<file path="config.mk">
export PLATFORM = sky130hd
export DESIGN_NAME = i2c_bit_level_master
export DESIGN_NICKNAME = d
export VERILOG_FILES = /design/src/i2c_bm_pkg.sv /design/src/i2c_bm_core.sv /design/src/i2c_bit_level_master.sv
export SDC_FILE = /design/constraint.sdc
export NUM_CORES = 1
export LEC_CHECK = 0
export BUFFER_PORTS_ARGS = -buffer_cell sky130_fd_sc_hd__buf_4
export CAP_MARGIN = 30
export CORE_MARGIN = 10
export CORE_UTILIZATION = 54
export DETAILED_ROUTE_END_ITERATION = 6
export PLACE_DENSITY = 0.77
export SYNTH_ARGS = -nofsm -noshare
export SYNTH_HDL_FRONTEND = slang
export SYNTH_SLANG_ARGS = --single-unit
</file>
<file path="constraint.sdc">
create_clock -name clk -period 3.35 [get_ports clk]
set_input_delay 0.67 -clock clk [delete_from_list [all_inputs] [get_ports clk]]
set_output_delay 0.67 -clock clk [all_outputs]
set_load 0.01 [all_outputs]
</file>
<file path="src/i2c_bm_pkg.sv">
// shared types, codes and phase tables for the i2c bit-level master
`default_nettype none

package i2c_bm_pkg;

  typedef enum logic [2:0] {
    OP_IDLE  = 3'd0,
    OP_START = 3'd1,
    OP_STOP  = 3'd2,
    OP_WRITE = 3'd3,
    OP_READ  = 3'd4
  } op_t;

  localparam logic [2:0] KIND_TICK = 3'd0;

  localparam logic [4:0] START_PHASES = 5'd3;
  localparam logic [4:0] STOP_PHASES  = 5'd3;
  localparam logic [4:0] WRITE_PHASES = 5'd27;
  localparam logic [4:0] READ_PHASES  = 5'd19;
  localparam logic [4:0] WRITE_ACK_SAMPLE = 5'd25;
  localparam logic [4:0] WRITE_DATA_END   = 5'd24;
  localparam logic [4:0] READ_DATA_END    = 5'd16;
  localparam logic [4:0] READ_ACK_HIGH    = 5'd17;
  localparam int unsigned TOP_BIT = 7;

  typedef struct packed {
    logic [2:0] kind;
    logic [7:0] write_data;
    logic       send_ack;
    logic       sda_in;
  } item_t;

  typedef struct packed {
    logic       scl_drive;
    logic       sda_drive;
    logic       busy_res;
    logic       done_res;
    logic [7:0] read_data;
    logic       ack_seen;
    logic       cmd_rejected;
  } res_t;

  function automatic logic [4:0] phase_total(op_t op);
    logic [4:0] n;
    case (op)
      OP_START: n = START_PHASES;
      OP_STOP:  n = STOP_PHASES;
      OP_WRITE: n = WRITE_PHASES;
      OP_READ:  n = READ_PHASES;
      default:  n = 5'd0;
    endcase
    return n;
  endfunction

  // pin levels applied at the start of a phase, returned as {scl, sda}
  function automatic logic [1:0] enter_phase(op_t op, logic [4:0] p, logic [7:0] sb,
                                             logic ac, logic scl, logic sda);
    logic scl_o;
    logic sda_o;
    scl_o = scl;
    sda_o = sda;
    case (op)
      OP_START: begin
        if (p == 5'd0) begin
          scl_o = 1'b1;
          sda_o = 1'b1;
        end else if (p == 5'd1) begin
          sda_o = 1'b0;
        end else begin
          scl_o = 1'b0;
        end
      end
      OP_STOP: begin
        if (p == 5'd0) begin
          sda_o = 1'b0;
        end else if (p == 5'd1) begin
          scl_o = 1'b1;
        end else begin
          sda_o = 1'b1;
        end
      end
      OP_WRITE: begin
        if (p < WRITE_DATA_END) begin
          for (int i = 0; i <= TOP_BIT; i++) begin
            if (p == 5'(3 * i)) begin
              sda_o = sb[3'(TOP_BIT - i)];
            end else if (p == 5'(3 * i + 1)) begin
              scl_o = 1'b1;
            end else if (p == 5'(3 * i + 2)) begin
              scl_o = 1'b0;
            end
          end
        end else if (p == WRITE_DATA_END) begin
          sda_o = 1'b1;
        end else if (p == WRITE_ACK_SAMPLE) begin
          scl_o = 1'b1;
        end else begin
          scl_o = 1'b0;
        end
      end
      OP_READ: begin
        if (p < READ_DATA_END) begin
          if (p == 5'd0) begin
            sda_o = 1'b1;
          end
          scl_o = ~p[0];
        end else if (p == READ_DATA_END) begin
          sda_o = ~ac;
        end else if (p == READ_ACK_HIGH) begin
          scl_o = 1'b1;
        end else begin
          scl_o = 1'b0;
        end
      end
      default: begin
      end
    endcase
    return {scl_o, sda_o};
  endfunction

endpackage

`default_nettype wire

</file>
<file path="src/i2c_bm_core.sv">
// bus operation sequencer: state registers and per-item next-state logic
`default_nettype none

module i2c_bm_core (
  input  wire logic                clk,
  input  wire logic                rst_n,
  input  wire logic                cfg_wr_en,
  input  wire logic [15:0]         cfg_wr_data,
  input  wire logic                step_en,
  input  wire i2c_bm_pkg::item_t   item,
  output i2c_bm_pkg::res_t         res
);

  logic [15:0]     tpp_r;
  i2c_bm_pkg::op_t op_r, op_nxt;
  logic [4:0]      phase_r, phase_nxt;
  logic [15:0]     tc_r, tc_nxt;
  logic [7:0]      sb_r, sb_nxt;
  logic            ac_r, ac_nxt;
  logic            ackr_r, ackr_nxt;
  logic            scl_r, scl_nxt;
  logic            sda_r, sda_nxt;

  logic [15:0] len;
  logic [15:0] tc_inc;
  logic [4:0]  phase_inc;
  logic [1:0]  pins;
  logic        done;
  logic        rejected;
  logic [7:0]  rdata;
  logic        ackv;

  always_comb begin
    op_nxt    = op_r;
    phase_nxt = phase_r;
    tc_nxt    = tc_r;
    sb_nxt    = sb_r;
    ac_nxt    = ac_r;
    ackr_nxt  = ackr_r;
    scl_nxt   = scl_r;
    sda_nxt   = sda_r;
    done      = 1'b0;
    rejected  = 1'b0;
    rdata     = 8'd0;
    ackv      = 1'b0;
    pins      = {scl_r, sda_r};
    len       = (tpp_r == 16'd0) ? 16'd1 : tpp_r;
    tc_inc    = tc_r + 16'd1;
    phase_inc = phase_r + 5'd1;

    if (item.kind inside {[i2c_bm_pkg::OP_START : i2c_bm_pkg::OP_READ]}) begin
      if (op_r != i2c_bm_pkg::OP_IDLE) begin
        rejected = 1'b1;
      end else begin
        op_nxt    = i2c_bm_pkg::op_t'(item.kind);
        phase_nxt = 5'd0;
        tc_nxt    = 16'd0;
        if (item.kind == i2c_bm_pkg::OP_WRITE) begin
          sb_nxt = item.write_data;
        end
        if (item.kind == i2c_bm_pkg::OP_READ) begin
          sb_nxt = 8'd0;
          ac_nxt = item.send_ack;
        end
        pins    = i2c_bm_pkg::enter_phase(op_nxt, 5'd0, sb_nxt, ac_nxt, scl_r, sda_r);
        scl_nxt = pins[1];
        sda_nxt = pins[0];
      end
    end else if (item.kind == i2c_bm_pkg::KIND_TICK && op_r != i2c_bm_pkg::OP_IDLE) begin
      if (tc_inc >= len) begin
        tc_nxt = 16'd0;
        if (op_r == i2c_bm_pkg::OP_WRITE && phase_r == i2c_bm_pkg::WRITE_ACK_SAMPLE) begin
          ackr_nxt = ~item.sda_in;
        end
        if (op_r == i2c_bm_pkg::OP_READ && phase_r < i2c_bm_pkg::READ_DATA_END
            && !phase_r[0]) begin
          sb_nxt = {sb_r[6:0], item.sda_in};
        end
        if (phase_inc >= i2c_bm_pkg::phase_total(op_r)) begin
          done = 1'b1;
          if (op_r == i2c_bm_pkg::OP_READ) begin
            rdata   = sb_nxt;
            sda_nxt = 1'b1;
          end
          if (op_r == i2c_bm_pkg::OP_WRITE) begin
            ackv = ackr_nxt;
          end
          op_nxt    = i2c_bm_pkg::OP_IDLE;
          phase_nxt = 5'd0;
        end else begin
          phase_nxt = phase_inc;
          pins      = i2c_bm_pkg::enter_phase(op_r, phase_inc, sb_nxt, ac_r, scl_r, sda_r);
          scl_nxt   = pins[1];
          sda_nxt   = pins[0];
        end
      end else begin
        tc_nxt = tc_inc;
      end
    end

    res.scl_drive    = scl_nxt;
    res.sda_drive    = sda_nxt;
    res.busy_res     = (op_nxt != i2c_bm_pkg::OP_IDLE);
    res.done_res     = done;
    res.read_data    = rdata;
    res.ack_seen     = ackv;
    res.cmd_rejected = rejected;
  end

  always_ff @(posedge clk) begin
    if (!rst_n) begin
      tpp_r   <= 16'd1;
      op_r    <= i2c_bm_pkg::OP_IDLE;
      phase_r <= 5'd0;
      tc_r    <= 16'd0;
      sb_r    <= 8'd0;
      ac_r    <= 1'b0;
      ackr_r  <= 1'b0;
      scl_r   <= 1'b1;
      sda_r   <= 1'b1;
    end else begin
      if (cfg_wr_en) begin
        tpp_r <= cfg_wr_data;
      end
      if (step_en) begin
        op_r    <= op_nxt;
        phase_r <= phase_nxt;
        tc_r    <= tc_nxt;
        sb_r    <= sb_nxt;
        ac_r    <= ac_nxt;
        ackr_r  <= ackr_nxt;
        scl_r   <= scl_nxt;
        sda_r   <= sda_nxt;
      end
    end
  end

  a_phase_in_range: assert property (@(posedge clk) disable iff (!rst_n)
    op_r != i2c_bm_pkg::OP_IDLE |-> phase_r < i2c_bm_pkg::phase_total(op_r))
    else $error("phase index past end of operation");

  a_idle_phase_zero: assert property (@(posedge clk) disable iff (!rst_n)
    op_r == i2c_bm_pkg::OP_IDLE |-> phase_r == 5'd0)
    else $error("idle with nonzero phase");

  a_done_ends_busy: assert property (@(posedge clk) disable iff (!rst_n)
    step_en && res.done_res |=> op_r == i2c_bm_pkg::OP_IDLE)
    else $error("operation still running after done");

  a_reject_only_busy: assert property (@(posedge clk) disable iff (!rst_n)
    step_en && res.cmd_rejected |-> op_r != i2c_bm_pkg::OP_IDLE && !res.done_res)
    else $error("command rejected while idle");

  a_tick_below_len: assert property (@(posedge clk) disable iff (!rst_n)
    step_en && !cfg_wr_en && item.kind == i2c_bm_pkg::KIND_TICK
    && op_r != i2c_bm_pkg::OP_IDLE && tpp_r != 16'd0
    |=> tc_r < tpp_r)
    else $error("tick count reached phase length");

endmodule

`default_nettype wire

</file>
<file path="src/i2c_bit_level_master.sv">
// top level: input register, sequencer core and result register
// an input item is held in the input register and its result in the result register
// one item per cycle if out_stall is low; each advances the sequencer at most one tick
// the stage registers pass stall straight through, so a full pipe holds two items
// reset (rst_n low, synchronous): idle, both lines released, ticks_per_phase back to 1
`default_nettype none

module i2c_bit_level_master (
  input  wire logic        clk,
  input  wire logic        rst_n,
  input  wire logic        cfg_wr_en,
  input  wire logic [15:0] cfg_wr_data,
  input  wire logic        in_valid,
  output logic             in_stall,
  input  wire logic [2:0]  in_kind,
  input  wire logic [7:0]  in_write_data,
  input  wire logic        in_send_ack,
  input  wire logic        in_sda_in,
  output logic             out_valid,
  input  wire logic        out_stall,
  output logic             out_scl_drive,
  output logic             out_sda_drive,
  output logic             out_busy_res,
  output logic             out_done_res,
  output logic [7:0]       out_read_data,
  output logic             out_ack_seen,
  output logic             out_cmd_rejected
);

  logic              in_vld_r;
  i2c_bm_pkg::item_t in_item_r;
  logic              out_vld_r;
  i2c_bm_pkg::res_t  out_res_r;
  i2c_bm_pkg::res_t  step_res;
  logic              out_free;
  logic              fire;
  logic              in_xfer;

  assign out_free = !out_vld_r || !out_stall;
  assign fire     = in_vld_r && out_free;
  assign in_stall = in_vld_r && !out_free;
  assign in_xfer  = in_valid && !in_stall;

  i2c_bm_core u_core (
    .clk         (clk),
    .rst_n       (rst_n),
    .cfg_wr_en   (cfg_wr_en),
    .cfg_wr_data (cfg_wr_data),
    .step_en     (fire),
    .item        (in_item_r),
    .res         (step_res)
  );

  always_ff @(posedge clk) begin
    if (!rst_n) begin
      in_vld_r  <= 1'b0;
      out_vld_r <= 1'b0;
    end else begin
      if (in_xfer) begin
        in_vld_r <= 1'b1;
      end else if (fire) begin
        in_vld_r <= 1'b0;
      end
      if (fire) begin
        out_vld_r <= 1'b1;
      end else if (!out_stall) begin
        out_vld_r <= 1'b0;
      end
    end
  end

  always_ff @(posedge clk) begin
    if (in_xfer) begin
      in_item_r <= '{kind: in_kind, write_data: in_write_data,
                     send_ack: in_send_ack, sda_in: in_sda_in};
    end
    if (fire) begin
      out_res_r <= step_res;
    end
  end

  assign out_valid        = out_vld_r;
  assign out_scl_drive    = out_res_r.scl_drive;
  assign out_sda_drive    = out_res_r.sda_drive;
  assign out_busy_res     = out_res_r.busy_res;
  assign out_done_res     = out_res_r.done_res;
  assign out_read_data    = out_res_r.read_data;
  assign out_ack_seen     = out_res_r.ack_seen;
  assign out_cmd_rejected = out_res_r.cmd_rejected;

endmodule

`default_nettype wire
</file>
==> out/summary.md <==
Summing all multi-input logic gate instances after layout gives 3220 sq um. The die covers 14,000 sq um. The fraction of power spent switching nets works out to 28.0%. The total of warnings raised by yosys was 0; the achievable frequency was 291 MHz. Per report_power, the sequential group accounts for 52.5% of the total. Slew at the pin closest to its max-slew limit: 801 ps.

The most used flip-flop cell after synthesis is sky130_fd_sc_hd__dfxtp_1. In this run the worst hold path is classified as in2reg. The biggest area consumer among synthesized cells is sky130_fd_sc_hd__dfxtp_1. Half-perimeter wire length of the detailed placement result: 10.4 mm. The congestion estimate from routability-driven global placement came to 0.968. Sequential cells were found to cover 36.3% of the synthesized design area. The final layout contains routed wiring with a total length of 14.1 mm.

In this run, synthesis inferred 27 flip-flops with an integrated enable. Initial detailed-routing violation count: 511. The layout filler cell count was 691; the share of the cycle needed by the critical path after routing was 103%.

For the final database, setup skew stands at 10.2 ps. The start-to-end type of the worst setup path was reg2reg. The most frequently used cell type in the post-synthesis netlist is sky130_fd_sc_hd__nor2_1. The final worst-path setup slack is -90.7 ps, and the mean cell area of the mapped netlist is 8.65 sq um. In this run the standard cell core region covers 9330 sq um. After the last flow step, the layout net total stands at 741.

The checks that failed: setup timing. The largest fanout on the critical path was 8. Measured along the y axis, the die boundary spans 118 microns. In the final layout, flip-flops and latches occupy 1900 sq um. The synthesized design devotes to its leading area cell type 20.7% of total area. Headroom to the max-slew limit: 45.2%. In this run the power density over the cells is 320 nW/um^2. The number of I/O port buffers is 49, and the CTS buffer count is 9. For this design the static power due to leakage is 2.70 nW. The cell count after synthesis came out at 603. The number of diodes added for antenna fixing came out at 0.

The all-layer global routing usage is 19.6%. Number of nets still failing antenna checks after routing: 0. The analysis attributes to net switching a power of 572 uW. The logs give 4,895 for the number of vias in the routed layout and 0 for the count of max-cap constraint violations. STA classifies the critical path startpoint as a register.

In this run, the clock network consumes 33.8% of the power. The initial antenna violation count is 0. TritonCTS built the clock tree. The run finished, with violations left. At the worst endpoint, the arrival time is 3670 ps. The type of element capturing the critical path is a register. For the relative contribution of combinational cells to total power, the log shows 13.7%.

For this configuration, the core starts out at a cell density of 55.9%. The number of global-route vias before repair was 4,710; the flop and latch count out of synthesis was 81. The time the final worst path needs with I/O delays and setup is 3440 ps. In the final routed layout, each cell accounts on average for 17.3 microns. The area added between synthesis and finish came out at 22.4%. The logs give 663 for the number of nets produced by synthesis and 3 for the total number of H-tree levels. For this run, design rule violations remaining after detail routing come to 0.

The first TritonRoute pass finished after 6 iterations. Setup repair after global routing could not meet its margin everywhere. Setup total negative slack on the finished layout was measured at -993 ps. At the later pin of the worst-skew pair, clock insertion delay measures 360 ps. The tools report the post-synthesis instance area as 5220 sq um. The number of top-level pins is 50, and the pin count of the biggest net entering global routing is 38. The commonest cells after synthesis are 69 x sky130_fd_sc_hd__nor2_1, 54 x sky130_fd_sc_hd__dfxtp_1, 40 x sky130_fd_sc_hd__nand2_1.

The share of flip-flops with an asynchronous set or reset after synthesis works out to 0%. The number of pins with negative max-slew slack in the final report came out at 0. The final-report hold violation count came out at 0. The logs give 81 for the number of clock sinks seen by CTS and 0 for the number of buffers inserted for hold repair after clock tree synthesis. Leftover overflow at the end of global routing: 0. Yosys mapped the design onto 77 distinct sky130hd cell types. By area the synthesized netlist is led by sky130_fd_sc_hd__dfxtp_1 21%, sky130_fd_sc_hd__edfxtp_1 16%, sky130_fd_sc_hd__mux2i_1 6.9%. Cells fill 68.4% of the core in the end. In this run the core area contains 35 standard-cell rows. The worst-case clock buffer depth was 2; the share of post-route cells with drive strength above 1 was 24.6%. For the setup violation total in the final timing report, the log shows 16. Clock-pin slew was measured on the worst setup and hold paths at 90 ps. IR analysis of the VDD net gives a maximum drop of 315 uV.

STA puts the critical path data required time at 3580 ps. The internal power of the cells totals 1.47 mW. After detailed routing, the number of vias per cell comes to 6.01. The root buffer cell chosen for the clock tree is sky130_fd_sc_hd__clkbuf_8.

The die is 118 microns wide. The wire length of the first global-routing pass was 23.3 mm.
-- metal layers --
| metal | vias up | routed length (microns) | GRT usage [%] |
|---|---|---|---|
| met1 | 2323 | 5930 | 24.1 |
| met4 | 0 | 252 | 5.41 |
| met5 | - | 0 | 0 |
| met3 | 32 | 1030 | 4.81 |
| li1 | 2334 | - | - |
| met2 | 206 | 6910 | 33.4 |
-- worst max-delay path, stage by stage (launching register included) --
cell and delay, ps:
sky130_fd_sc_hd__dfxtp_2 370, sky130_fd_sc_hd__ha_4 140, sky130_fd_sc_hd__and3_4 190, sky130_fd_sc_hd__and3_4 190
sky130_fd_sc_hd__and3_4 190, sky130_fd_sc_hd__and3_4 210, sky130_fd_sc_hd__and3_4 220, sky130_fd_sc_hd__nand3_4 80
sky130_fd_sc_hd__xnor2_1 140, sky130_fd_sc_hd__ha_1 290, sky130_fd_sc_hd__a21o_1 200, sky130_fd_sc_hd__a21oi_4 170
sky130_fd_sc_hd__o21ai_2 80, sky130_fd_sc_hd__and3_4 220, sky130_fd_sc_hd__o21ai_4 200, sky130_fd_sc_hd__buf_12 150
sky130_fd_sc_hd__mux2i_1 200, sky130_fd_sc_hd__nor2_1 60
-- through the flow --
step / instance area [sq um] / total power, mW / hold slack [ps] / instances / worst slack, ps
after floorplan: 5280 / 1.24 / 444 / 603 / -18.7
after global placement: 5970 / 1.34 / 463 / 790 / -89.7
after detailed placement: 5970 / 1.35 / 487 / 790 / -291
after CTS: 6240 / 2.03 / 471 / 811 / -53.9
after global routing: 6380 / 2.12 / 460 / 815 / -241
final: 6380 / 2.05 / 477 / 815 / -90.7
-- logic make-up after synthesis --
kind of cell	after synthesis	share of synthesized area, %
DFF	81	36.3
AOI/OAI and AO/OA	141	18.5
muxes	36	6.91
and+or+nand+nor	227	22.6
adders and majority gates	26	6.24
buffers and inverters	70	5.76
xor gates and xnor gates	22	3.69
-- sequential cells by signal (all words and copies together), names as in the netlist, 3 cells and up --
register,count
in_item_r,13
out_read_data,8
u_core.op_r,3
u_core.phase_r,5
u_core.sb_r,8
u_core.tc_r,16
u_core.tpp_r,16
-- layout by cell type (no fill, tap or decap), types with 4 or more instances in the layout --
cell and instances:
sky130_fd_sc_hd__nand2_1 39, sky130_fd_sc_hd__nor2b_1 16, sky130_fd_sc_hd__a21o_1 6, sky130_fd_sc_hd__xnor2_1 10, sky130_fd_sc_hd__xor2_1 11, sky130_fd_sc_hd__nor2_2 4, sky130_fd_sc_hd__o31ai_1 4, sky130_fd_sc_hd__and3_1 5
sky130_fd_sc_hd__o21ai_0 33, sky130_fd_sc_hd__nand2b_1 6, sky130_fd_sc_hd__a211oi_1 6, sky130_fd_sc_hd__nand4_1 4, sky130_fd_sc_hd__nand3b_1 10, sky130_fd_sc_hd__o211ai_1 6, sky130_fd_sc_hd__dfxtp_1 50, sky130_fd_sc_hd__mux2i_1 36
sky130_fd_sc_hd__or3_1 6, sky130_fd_sc_hd__ha_1 25, sky130_fd_sc_hd__nor4_1 4, sky130_fd_sc_hd__and3_4 7, sky130_fd_sc_hd__nor3_2 4, sky130_fd_sc_hd__nor2_1 64, sky130_fd_sc_hd__a21oi_1 34, sky130_fd_sc_hd__clkbuf_8 10
sky130_fd_sc_hd__nor3_1 21, sky130_fd_sc_hd__nand3_1 13, sky130_fd_sc_hd__inv_1 34, sky130_fd_sc_hd__buf_4 97, sky130_fd_sc_hd__edfxtp_1 27
-- what timing repair did --
action / 4_1_cts / 5_1_grt
gates cloned: 0 / 1
buffers inserted: 5 / 3
pin swaps: 9 / 6
endpoints found under the setup margin: 45 / 46
gates resized for setup: 10 / 30
-- path summary, 6_finish.rpt --
path	start	end	slack [ps]	depth (start not counted)
max reg2reg	u_core.tc_r[1]$_SDFFE_PN0P_	u_core.sb_r[3]$_SDFFE_PN0P_	-90	17
min	in_write_data[1]	in_item_r[3]$_DFFE_PP_	480	1
max	u_core.tc_r[1]$_SDFFE_PN0P_	u_core.sb_r[3]$_SDFFE_PN0P_	-90	17
min reg2reg	u_core.tc_r[15]$_SDFFE_PN0P_	u_core.tc_r[15]$_SDFFE_PN0P_	500	2
-- power groups by stage --
stage	clock, mW	sequential [mW]	combinational [mW]
finish	0.691	1.07	0.280
global route	0.740	1.08	0.307
CTS	0.699	1.07	0.263
detailed placement	0	1.10	0.255
global placement	0	1.09	0.246
floorplan	0	1.09	0.156
-- area by class of cell --
class                           instances  share of cell area [%]
Inverter                               36                    2.12
Clock inverter                          6                   0.725
Clock buffer                           10                    2.16
Tap cell                              129                    2.53
Multi-Input combinational cell        452                    50.5
Timing Repair Buffer                  101                    12.3
Sequential cell                        81                    29.8
(Power assumes the default switching activity.)
